`config.mk`:
```
export PLATFORM = sky130hd
export DESIGN_NAME = pitch_class_locked_shift
export DESIGN_NICKNAME = d
export VERILOG_FILES = /design/src/sv/pcls_pkg.sv /design/src/sv/pcls_ctrl.sv /design/src/sv/pcls_dpath.sv /design/src/sv/pitch_class_locked_shift.sv
export SDC_FILE = /design/constraint.sdc
export NUM_CORES = 1
export LEC_CHECK = 0
export BUFFER_PORTS_ARGS = -buffer_cell sky130_fd_sc_hd__buf_2
export CAP_MARGIN = 30
export CORE_MARGIN = 5
export CORE_UTILIZATION = 45
export CTS_CLUSTER_DIAMETER = 60
export DETAILED_ROUTE_END_ITERATION = 10
export GPL_ROUTABILITY_DRIVEN = 0
export PLACE_DENSITY_LB_ADDON = 0.15
export SYNTH_ARGS = -nofsm -noshare
export SYNTH_HDL_FRONTEND = slang
export SYNTH_SLANG_ARGS = --single-unit
```
`constraint.sdc`:
```
create_clock -name clk -period 7.3 [get_ports clk]
set_input_delay 1.46 -clock clk [delete_from_list [all_inputs] [get_ports clk]]
set_output_delay 1.46 -clock clk [all_outputs]
set_load 0.05 [all_outputs]
```
`src/sv/pcls_pkg.sv`:
```
// ----------------------------------------------------------------------------
// pcls_pkg
// Shared types and constants for the pitch-class locked shift block.
// ----------------------------------------------------------------------------
package pcls_pkg;

	// configuration register indexes
	localparam logic REG_MAX_SHIFT = 1'b0;
	localparam logic REG_STRENGTH  = 1'b1;

	localparam logic [13:0] MAX_SHIFT_RST = 14'd3072;
	localparam logic [8:0]  STRENGTH_RST  = 9'd256;

	// strength is unsigned Q1.8
	localparam int STR_FRAC  = 8;
	localparam int STR_ROUND = 1 << (STR_FRAC - 1);

	// result saturation bounds
	localparam int SHIFT_POS_MAX = 16383;
	localparam int SHIFT_NEG_MAG = 16384;

	// one input beat; last field in the lowest bits
	typedef struct packed {
		logic signed [3:0]  preferred_octaves;
		logic               previous_valid;
		logic signed [14:0] previous_shift;
		logic               target_valid;
		logic [14:0]        target_pitch;
		logic               vocal_valid;
		logic [14:0]        vocal_pitch;
	} in_item_t;

	typedef enum logic [3:0] {
		OP_NONE,
		OP_LOAD,
		OP_DIV,
		OP_REM,
		OP_DIST,
		OP_NEAR,
		OP_HI_NUM,
		OP_HI_SUB,
		OP_LO_NUM,
		OP_LO_ADD,
		OP_MUL,
		OP_RND
	} op_t;

	typedef struct packed {
		logic above;
		logic below;
	} stat_t;

endpackage

```
`src/sv/pcls_ctrl.sv`:
```
// ----------------------------------------------------------------------------
// pcls_ctrl
// Sequencer: steps the datapath through one correction and owns the
// input and output handshakes.
// ----------------------------------------------------------------------------
module pcls_ctrl
	import pcls_pkg::*;
(
	input  logic  clk,
	input  logic  arst_n,
	input  logic  s_tvalid,
	output logic  s_tready,
	output logic  m_tvalid,
	input  logic  m_tready,
	input  stat_t stat,
	output op_t   op
);

	typedef enum logic [12:0] {
		ST_IDLE = 13'b0000000000001,
		ST_QE   = 13'b0000000000010,
		ST_REM  = 13'b0000000000100,
		ST_DIST = 13'b0000000001000,
		ST_QA   = 13'b0000000010000,
		ST_NEAR = 13'b0000000100000,
		ST_FOLD = 13'b0000001000000,
		ST_HID  = 13'b0000010000000,
		ST_HIA  = 13'b0000100000000,
		ST_LOD  = 13'b0001000000000,
		ST_LOA  = 13'b0010000000000,
		ST_MUL  = 13'b0100000000000,
		ST_RND  = 13'b1000000000000
	} state_t;

	state_t state_q, state_d;
	logic   out_valid_q;

	always_comb begin
		state_d = state_q;
		op      = OP_NONE;
		unique case (state_q)
			ST_IDLE: begin
				if (s_tvalid) begin
					op      = OP_LOAD;
					state_d = ST_QE;
				end
			end
			ST_QE: begin
				op      = OP_DIV;
				state_d = ST_REM;
			end
			ST_REM: begin
				op      = OP_REM;
				state_d = ST_DIST;
			end
			ST_DIST: begin
				op      = OP_DIST;
				state_d = ST_QA;
			end
			ST_QA: begin
				op      = OP_DIV;
				state_d = ST_NEAR;
			end
			ST_NEAR: begin
				op      = OP_NEAR;
				state_d = ST_FOLD;
			end
			ST_FOLD: begin
				priority if (stat.above) begin
					op      = OP_HI_NUM;
					state_d = ST_HID;
				end else if (stat.below) begin
					op      = OP_LO_NUM;
					state_d = ST_LOD;
				end else begin
					op      = OP_MUL;
					state_d = ST_RND;
				end
			end
			ST_HID: begin
				op      = OP_DIV;
				state_d = ST_HIA;
			end
			ST_HIA: begin
				op      = OP_HI_SUB;
				state_d = ST_FOLD;
			end
			ST_LOD: begin
				op      = OP_DIV;
				state_d = ST_LOA;
			end
			ST_LOA: begin
				op      = OP_LO_ADD;
				state_d = ST_MUL;
			end
			ST_MUL: begin
				op      = OP_MUL;
				state_d = ST_RND;
			end
			ST_RND: begin
				if (!out_valid_q || m_tready) begin
					op      = OP_RND;
					state_d = ST_IDLE;
				end
			end
			default: begin
				state_d = ST_IDLE;
			end
		endcase
	end

	always_ff @(posedge clk or negedge arst_n) begin
		if (!arst_n) begin
			state_q     <= ST_IDLE;
			out_valid_q <= 1'b0;
		end else begin
			state_q <= state_d;
			if (op == OP_RND)
				out_valid_q <= 1'b1;
			else if (m_tready)
				out_valid_q <= 1'b0;
		end
	end

	assign s_tready = (state_q == ST_IDLE);
	assign m_tvalid = out_valid_q;

	a_one_at_a_time: assert property (@(posedge clk) disable iff (!arst_n)
		s_tvalid && s_tready |=> !s_tready)
		else $error("input taken while an item is in flight");

	a_no_overwrite: assert property (@(posedge clk) disable iff (!arst_n)
		op == OP_RND |-> !out_valid_q || m_tready)
		else $error("result register overwritten before taken");

	a_result_shown: assert property (@(posedge clk) disable iff (!arst_n)
		op == OP_RND |=> m_tvalid)
		else $error("written result not presented");

endmodule

```
`src/sv/pcls_dpath.sv`:
```
// ----------------------------------------------------------------------------
// pcls_dpath
// Datapath: pitch-class remainder, octave placement, range folding and
// strength scaling, with one shared divide-by-octave unit.
// ----------------------------------------------------------------------------
module pcls_dpath
	import pcls_pkg::*;
#(
	parameter int FRAC_BITS = 8
) (
	input  logic        clk,
	input  logic        arst_n,
	input  op_t         op,
	input  in_item_t    item,
	input  logic        wr_en,
	input  logic        wr_index,
	input  logic [13:0] wr_data,
	output stat_t       stat,
	output logic [14:0] result
);

	localparam int OCT  = 12 << FRAC_BITS;
	localparam int HALF = OCT / 2;
	localparam int WI   = (FRAC_BITS + 9 > 18) ? FRAC_BITS + 9 : 18;
	localparam int SH   = FRAC_BITS + 2;
	localparam int DW   = WI - SH - 1;
	localparam int PW   = WI + 9;

	localparam logic signed [WI-1:0] OCT_S  = WI'(OCT);
	localparam logic signed [WI-1:0] HALF_S = WI'(HALF);
	localparam logic signed [WI-1:0] OCTM1  = WI'(OCT - 1);

	// floor(x / 3), exact for x below 2^15
	function automatic logic [14:0] div3(input logic [14:0] x);
		logic [29:0] p;
		p = {15'd0, x} * 30'd21846;
		return {1'b0, p[29:16]};
	endfunction

	logic [13:0]          max_q;
	logic [8:0]           str_q;
	logic                 vld_q;
	logic                 neg_q;
	logic [WI-1:0]        mag_q;
	logic [DW-1:0]        q_q;
	logic signed [WI-1:0] ref_q;
	logic signed [WI-1:0] r_q;
	logic signed [WI-1:0] c_q;
	logic signed [PW-1:0] p_q;
	logic [14:0]          res_q;

	logic signed [WI-1:0] m_s;
	logic signed [WI-1:0] qo;
	logic signed [WI-1:0] d;
	logic signed [WI-1:0] rm;
	logic [WI:0]          rm2;
	logic                 inc;
	logic signed [WI-1:0] rr;
	logic signed [WI-1:0] a;
	logic [PW-1:0]        mp;
	logic [PW-1:0]        sm;
	logic [14:0]          sres;

	assign m_s = $signed(WI'(max_q));
	assign qo  = $signed({{(WI-DW){1'b0}}, q_q}) * OCT_S;
	assign d   = $signed(WI'(item.target_pitch)) - $signed(WI'(item.vocal_pitch));
	assign rm  = $signed(mag_q) - qo;
	assign rm2 = {rm, 1'b0};
	assign inc = (rm2 > (WI+1)'(OCT)) || ((rm2 == (WI+1)'(OCT)) && q_q[0]);
	assign rr  = inc ? rm - OCT_S : rm;
	assign a   = ref_q - r_q;

	assign mp = p_q[PW-1] ? $unsigned(-p_q) : $unsigned(p_q);
	assign sm = (mp + PW'(STR_ROUND)) >> STR_FRAC;

	always_comb begin
		priority if (!vld_q)
			sres = '0;
		else if (p_q[PW-1])
			sres = (sm > PW'(SHIFT_NEG_MAG)) ? 15'(-SHIFT_NEG_MAG) : 15'(-sm);
		else
			sres = (sm > PW'(SHIFT_POS_MAX)) ? 15'(SHIFT_POS_MAX) : sm[14:0];
	end

	always_ff @(posedge clk or negedge arst_n) begin
		if (!arst_n) begin
			max_q <= MAX_SHIFT_RST;
			str_q <= STRENGTH_RST;
		end else if (wr_en) begin
			unique case (wr_index)
				REG_MAX_SHIFT: max_q <= wr_data;
				REG_STRENGTH:  str_q <= wr_data[8:0];
				default:       ;
			endcase
		end
	end

	always_ff @(posedge clk) begin
		unique case (op)
			OP_LOAD: begin
				vld_q <= item.vocal_valid & item.target_valid;
				neg_q <= d[WI-1];
				mag_q <= d[WI-1] ? $unsigned(-d) : $unsigned(d);
				ref_q <= item.previous_valid ? WI'($signed(item.previous_shift))
					: WI'($signed(item.preferred_octaves)) * OCT_S;
			end
			OP_DIV: q_q <= DW'(div3(15'(mag_q[WI-2:SH])));
			OP_REM: r_q <= neg_q ? -rr : rr;
			OP_DIST: begin
				neg_q <= a[WI-1];
				mag_q <= $unsigned((a[WI-1] ? -a : a) + HALF_S);
			end
			OP_NEAR:   c_q <= r_q + (neg_q ? -qo : qo);
			OP_HI_NUM: mag_q <= $unsigned(c_q - m_s + OCTM1);
			OP_HI_SUB: c_q <= c_q - qo;
			OP_LO_NUM: mag_q <= $unsigned(-m_s - c_q + OCTM1);
			OP_LO_ADD: c_q <= c_q + qo;
			OP_MUL:    p_q <= PW'(c_q) * PW'($signed({1'b0, str_q}));
			OP_RND:    res_q <= sres;
			default:   ;
		endcase
	end

	assign stat.above = c_q > m_s;
	assign stat.below = c_q < -m_s;
	assign result     = res_q;

	a_rem_range: assert property (@(posedge clk) disable iff (!arst_n)
		$past(op) == OP_REM |-> (r_q <= HALF_S) && (r_q >= -HALF_S))
		else $error("pitch-class remainder out of half-octave range");

	a_fold_hi: assert property (@(posedge clk) disable iff (!arst_n)
		$past(op) == OP_HI_SUB |-> !stat.above)
		else $error("downward fold left value above limit");

	a_fold_lo: assert property (@(posedge clk) disable iff (!arst_n)
		$past(op) == OP_LO_ADD |-> !stat.below)
		else $error("upward fold left value below limit");

endmodule

```
`src/sv/pitch_class_locked_shift.sv`:
```
// ----------------------------------------------------------------------------
// pitch_class_locked_shift
// Pitch correction locked to pitch class, placed by octave and scaled.
// ----------------------------------------------------------------------------
// One item at a time. Each item is stepped through load, octave divide,
// remainder, distance, octave divide and nearest placement, then scaling and
// rounding; each fold toward the +-max_shift window adds a numerator, a divide
// and an adjust step, set by the sequencer stepping one shared divide-by-octave unit.
// s_tready is high only while the sequencer is idle; a finished result sits in
// the output register, and the next beat is taken while it waits. A second
// result finished before the first is taken holds the sequencer, and with it
// the input.
// Write wr_index 0 (max_shift) or 1 (strength) only while the block is idle.
// ----------------------------------------------------------------------------
module pitch_class_locked_shift
	import pcls_pkg::*;
#(
	parameter int FRAC_BITS = 8
) (
	input  logic        clk,
	input  logic        arst_n,
	// vocal_pitch, vocal_valid, target_pitch, target_valid, previous_shift,
	// previous_valid, preferred_octaves, zero pad
	input  logic [55:0] s_tdata,
	input  logic        s_tvalid,
	output logic        s_tready,
	// shift_amount, zero pad
	output logic [15:0] m_tdata,
	output logic        m_tvalid,
	input  logic        m_tready,
	input  logic        wr_en,
	input  logic        wr_index,
	input  logic [13:0] wr_data
);

	in_item_t    item;
	op_t         op;
	stat_t       stat;
	logic [14:0] result;

	assign item = in_item_t'(s_tdata[51:0]);

	pcls_ctrl u_ctrl (
		.clk      (clk),
		.arst_n   (arst_n),
		.s_tvalid (s_tvalid),
		.s_tready (s_tready),
		.m_tvalid (m_tvalid),
		.m_tready (m_tready),
		.stat     (stat),
		.op       (op)
	);

	pcls_dpath #(
		.FRAC_BITS (FRAC_BITS)
	) u_dpath (
		.clk      (clk),
		.arst_n   (arst_n),
		.op       (op),
		.item     (item),
		.wr_en    (wr_en),
		.wr_index (wr_index),
		.wr_data  (wr_data),
		.stat     (stat),
		.result   (result)
	);

	assign m_tdata = {1'b0, result};

endmodule

```
Yosys cells after proc, flatten, opt, wreduce, memory -nomap -nowiden --
Index checks and enable logic that the tools add are counted.
Cells by class: add/sub/neg operators 20, multiply operators 4, $lt $le $gt $ge 5, eq/ne operators 27, mux-type cells 25, bitwise logic cells 2, reduce and logical (&&, ||, !) cells 13
Operators with widths (count):
- $pmux 13 s12 | 1
- $mux 18 | 6
- $neg 18->18 | 4
- $pmux 18 s4 | 1
- $sub 18x18->18 | 4
- $pmux 18 s3 | 1
- $mux 13 | 4
- $mux 15 | 3
- $pmux 4 s10 | 1
- $add 18x13->18 const B | 2
- $add 18x18->18 | 2
- $add 27x8->27 const B | 1
- $mul 18x10->27 | 1
- $mux 27 | 1
- $neg 27->27 | 1
- $mul 7x14->21 const B | 1
- $gt 19x12->1 const B | 1
- $gt 19x14->1 const B | 1
- $gt 19x15->1 const B | 1
- $add 18x12->18 const B | 1
- $eq 18x11->1 const B | 1
- $gt 18x15->1 | 1
- $lt 18x18->1 | 1
- $neg 14->18 | 1
- other kinds (40) | 54
Storage, ports and cells: flip-flop bits (word level) 159, bits of input ports 76, output and inout bits 18, logic and storage cells 110

Logic depth before layout (Yosys ltp) --
word-level depth 8, depth in mapped cells 23

By module --
A second synthesis with hierarchy kept.
Second synthesis, totals: cells, all modules 2487, area total of the unflattened synthesis 21986.1 µm²
Modules (own cells, without submodules):
- pcls_dpath | times used 1, cells each 2391, area each 21048.9 µm²
- pcls_ctrl | times used 1, cells each 94, area each 925.9 µm²
- pitch_class_locked_shift | times used 1, cells each 2, area each 11.3 µm²

Least setup slack after synthesis --
No wires, ideal clock.
path type input-to-reg, from input m_tready, to register u_dpath.p_q[0], enable pin, setup time 0.454 ns, data arrival time 5.882 ns, setup slack 0.964 ns, stages 4, path buffers 0, cell sequence nand2b_1 -> nor4b_1 -> nor4_1 -> a211oi_1
On the way: word-level cells in the longest chain between the ends 4
Ends and longest elaborated chain:
- from (decl) | line pitch_class_locked_shift.sv:30 | input logic m_tready,
- $logic_or 1x1->1 | line pcls_ctrl.sv:101 | if (!out_valid_q || m_tready) begin
- $mux 4 | line pcls_ctrl.sv:101
- $pmux 4 s10 | line pcls_ctrl.sv:41 | unique case (state_q)
- $eq 4x4->1 | line pcls_dpath.sv:99 | unique case (op)
- to (signal assigned) | line pcls_dpath.sv:118 | OP_MUL: p_q <= PW'(c_q) * PW'($signed({1'b0, str_q}));
- to (decl) | line pcls_dpath.sv:49 | logic signed [PW-1:0] p_q;
Every way passes these cells. A chain may end at the register's enable or synchronous reset.

Worst setup path after layout --
from register u_dpath.str_q[3], to register u_dpath.p_q[19], data pin
On the way: word-level cells in the longest chain between the ends 1
Ends and longest elaborated chain:
- from (decl) | line pcls_dpath.sv:41 | logic [8:0] str_q;
- from (signal assigned) | line pcls_dpath.sv:92 | REG_STRENGTH: str_q <= wr_data[8:0];
- $mul 18x10->27 | line pcls_dpath.sv:118
Every way passes these cells.

==> run metrics <==
Vias=17254; final-report hold violation count=0; register area share after synthesis=a little over a fifth; Cell Pwr Density=409.4 nW/µm²; Fmax=approximately 160 MHz; post-DP HPWL=roughly 44 mm; largest family of logic cells by synthesized area=adder cells; CP Launch Type=register; post-synthesis compound-gate area fraction=between 10% and 20%; clk buf depth=2; most frequent cell after synthesis=inv_1; Vias per Instance=5.509; setup TNS=0 ns; Async SR Flop Fraction=around a quarter; Crit. Startpoint=u_dpath.str_q[3]$_DFFE_PN0P_; Worst-path clk slew=around 0.070 ns; Final setup viols=0; Synth Area per Inst=8.869 µm²; min cycle time layout=6.243 ns; TritonCTS Buffers=17; Syn Nets=between 2000 and 3000; CTS Sinks=~160; H-tree levels=4; Max stage delay on crit path=0.84 ns; Reg area=~4600 µm²; top cells by area, synth=edfxtp_1 17%, ha_1 15%, fa_1 15%; mux cell area share after synthesis=under 10%; status=completed; arrival time at the worst endpoint=6.51 ns; Post-Synth Simple-Gate Area=18.00%; average wire per standard cell=approximately 18 µm; Die X=roughly 230 µm; Fill cells=~4600; die height=about 230 µm; share of layout cells above drive strength 1=between 7 and 8%; post-synth top area cell=edfxtp_1; post-cts sizing count=0; floorplan row count=80; largest net degree at the start of global routing=46; Max transition margin=between 30 and 40%; warnings from Yosys=0; initial antenna violation count=0; post-route clock skew=between 0.01 and 0.015 ns; Max-Cap Viols=0; IO Pins=between 90 and 100; synthesized flop and latch total=roughly 160; CTS Hold Bufs=0; r2r startpoint=u_dpath.str_q[3]$_DFFE_PN0P_; Setup Fix Bufs, Post-CTS=0; worst-path fanout max=19; Final ANT Viol Nets=0; Initial Util=~46%; RSZ-0062 raised after global routing=false; most used cell, CP=fa_1; Non-Filler Instances=between 3000 and 4000; first-pass GRT wire length=about 90 mm; PortBufs=88; Placed Cells incl. Taps=3099; most frequent cells after synthesis=350 x inv_1, 259 x ha_1, 191 x nand2_1; Synth top area share=~17%; die area=approximately 53000 µm²; # DRC=0; core area=about 48000 µm²; DRT Wirelength=approximately 56 mm; VDD IR max=between 0.4 and 0.5 mV; Nets=about 3000; min-delay src=u_ctrl.state_q[7]$_DFFE_PN0P_; All-Layer GR Usage=21.12%; initial drt markers=roughly 1000; clock tree root driver cell=clkbuf_16; CTS tree=yes; Hold Crit Class=register to register; Worst path slowest cell=dfrtp_1; Setup CP Type=register to register; crit path cell chain=nand2_1 -> fa_1 -> inv_1 -> fa_1 -> inv_1 -> fa_1 -> inv_1 -> fa_1 -> fa_1 -> ha_1 -> a21o_1 -> a21o_1 -> a21o_1 -> nor3_1 -> a211oi_1 -> o21a_1 -> or4b_2 -> o311ai_0; Synth Cell Area=approximately 22000 µm²; global route overflow=0; Area Growth Syn to Fin=7.436%; Clk Latency, worst-skew pair=0.48 ns; Netlist cell types=92; worst path required time=around 7.6 ns; Top FF cell, synth=edfxtp_1; number of global-route vias before repair=roughly 18000; xor-xnor portion of the synthesized cell area=around 8.4%; crit end category=register; Pre-antenna DRT Iters=6; LEAKAGE=roughly 11 nW; Slew Limit Fails=0; number of enable flip-flop cells after synthesis=~120; Slew @ Worst Pin=0.9962 ns; Multi-input gate area=approximately 16000 µm²; Synth Area in Adders=29.48%; synthesized instance count=2457; Final Cycle Share=85.51%
-- layout make-up --
class / instances / share of cell area, %
Multi-Input combinational cell: 1873 / 66.77
Timing Repair Buffer: 102 / 2.330
Clock buffer: 17 / 1.817
Inverter: 351 / 5.628
Clock inverter: 15 / 0.6627
Sequential cell: 158 / 19.50
Antenna cell: 1 / 0.01069
Tap cell: 615 / 3.287
-- metrics by stage --
stage | area (µm²) | setup WS (ns) | hold slack, ns | total power [W] | utilization, %
detailed placement | 22830 | 1.070 | 0.5151 | 0.008699 | 47.71
finish | 23410 | 1.057 | 0.5326 | 0.009584 | 48.93
CTS | 23410 | 1.072 | 0.5342 | 0.009661 | 48.93
global placement | 22820 | 1.197 | 0.5007 | 0.008512 | 47.70
global route | 23410 | 0.7655 | 0.5574 | 0.01062 | 48.93
floorplan | 21790 | 0.9643 | 0.4775 | 0.007078 | -
-- sequential cells by signal, summed over array words and instances (netlist names) --
name / cells
u_dpath.p_q: 27
u_dpath.c_q: 18
u_dpath.mag_q: 18
u_dpath.r_q: 18
u_dpath.ref_q: 17
u_dpath.result: 15
u_dpath.max_q: 14
u_ctrl.state_q: 13
u_dpath.str_q: 9
u_dpath.q_q: 6
u_ctrl.m_tvalid: 1
u_dpath.neg_q: 1
u_dpath.vld_q: 1
-- worst paths after layout --
path / to / slack [ns] / cells after the start
min in group asynchronous: u_dpath.max_q[7]$_DFFE_PN0P_ / 1.12 / 1
hold / removal: u_ctrl.state_q[5]$_DFFE_PN0P_ / 0.53 / 1
setup / recovery: u_dpath.p_q[19]$_DFFE_PN_ / 1.06 / 18
setup reg to reg: u_dpath.p_q[19]$_DFFE_PN_ / 1.06 / 18
hold reg to reg: u_ctrl.state_q[5]$_DFFE_PN0P_ / 0.53 / 1
max in group asynchronous: u_ctrl.state_q[8]$_DFFE_PN0P_ / 5.59 / 1
-- cell usage in the layout (no fill, tap or decap), drive strengths merged, types with 32 or more instances in the layout --
master,instances
a21o,32
xor2,71
xnor2,139
buf,102
nor2,122
ha,259
inv,356
edfxtp,121
o21ai,115
and2,140
dfrtp,33
a21oi,120
nor3,56
nand3,50
fa,158
nand2,191
-- cells by family after synthesis --
family                   after synthesis
AO/OA/AOI/OAI                        469
XOR/XNOR                             210
adder cells (fa/ha/maj)              419
buffers and inverters                426
flip-flops                           158
multiplexers                          31
other                                  1
AND/OR/NAND/NOR                      743
-- worst max-delay path, delay by kind of cell (launching register included) --
kind | cells | cell delay (ns)
fa+ha+maj | 6 | 2.92
flops | 1 | 0.84
simple gates | 3 | 1.07
buf+inv | 3 | 0.15
compound gates | 6 | 1.07
-- power by group --
part           switching [W]  internal [W]
registers           0.000159       0.00141
logic                0.00406       0.00305
clock network       0.000424      0.000479
-- per-layer routing --
metal | track usage, % | part of all wire (%)
met5 | 0 | 0
met4 | 7.286 | 2.9
met3 | 2.763 | 2.7
met2 | 38.72 | 52
met1 | 25.50 | 43
Power figures use the tool's default switching activity.
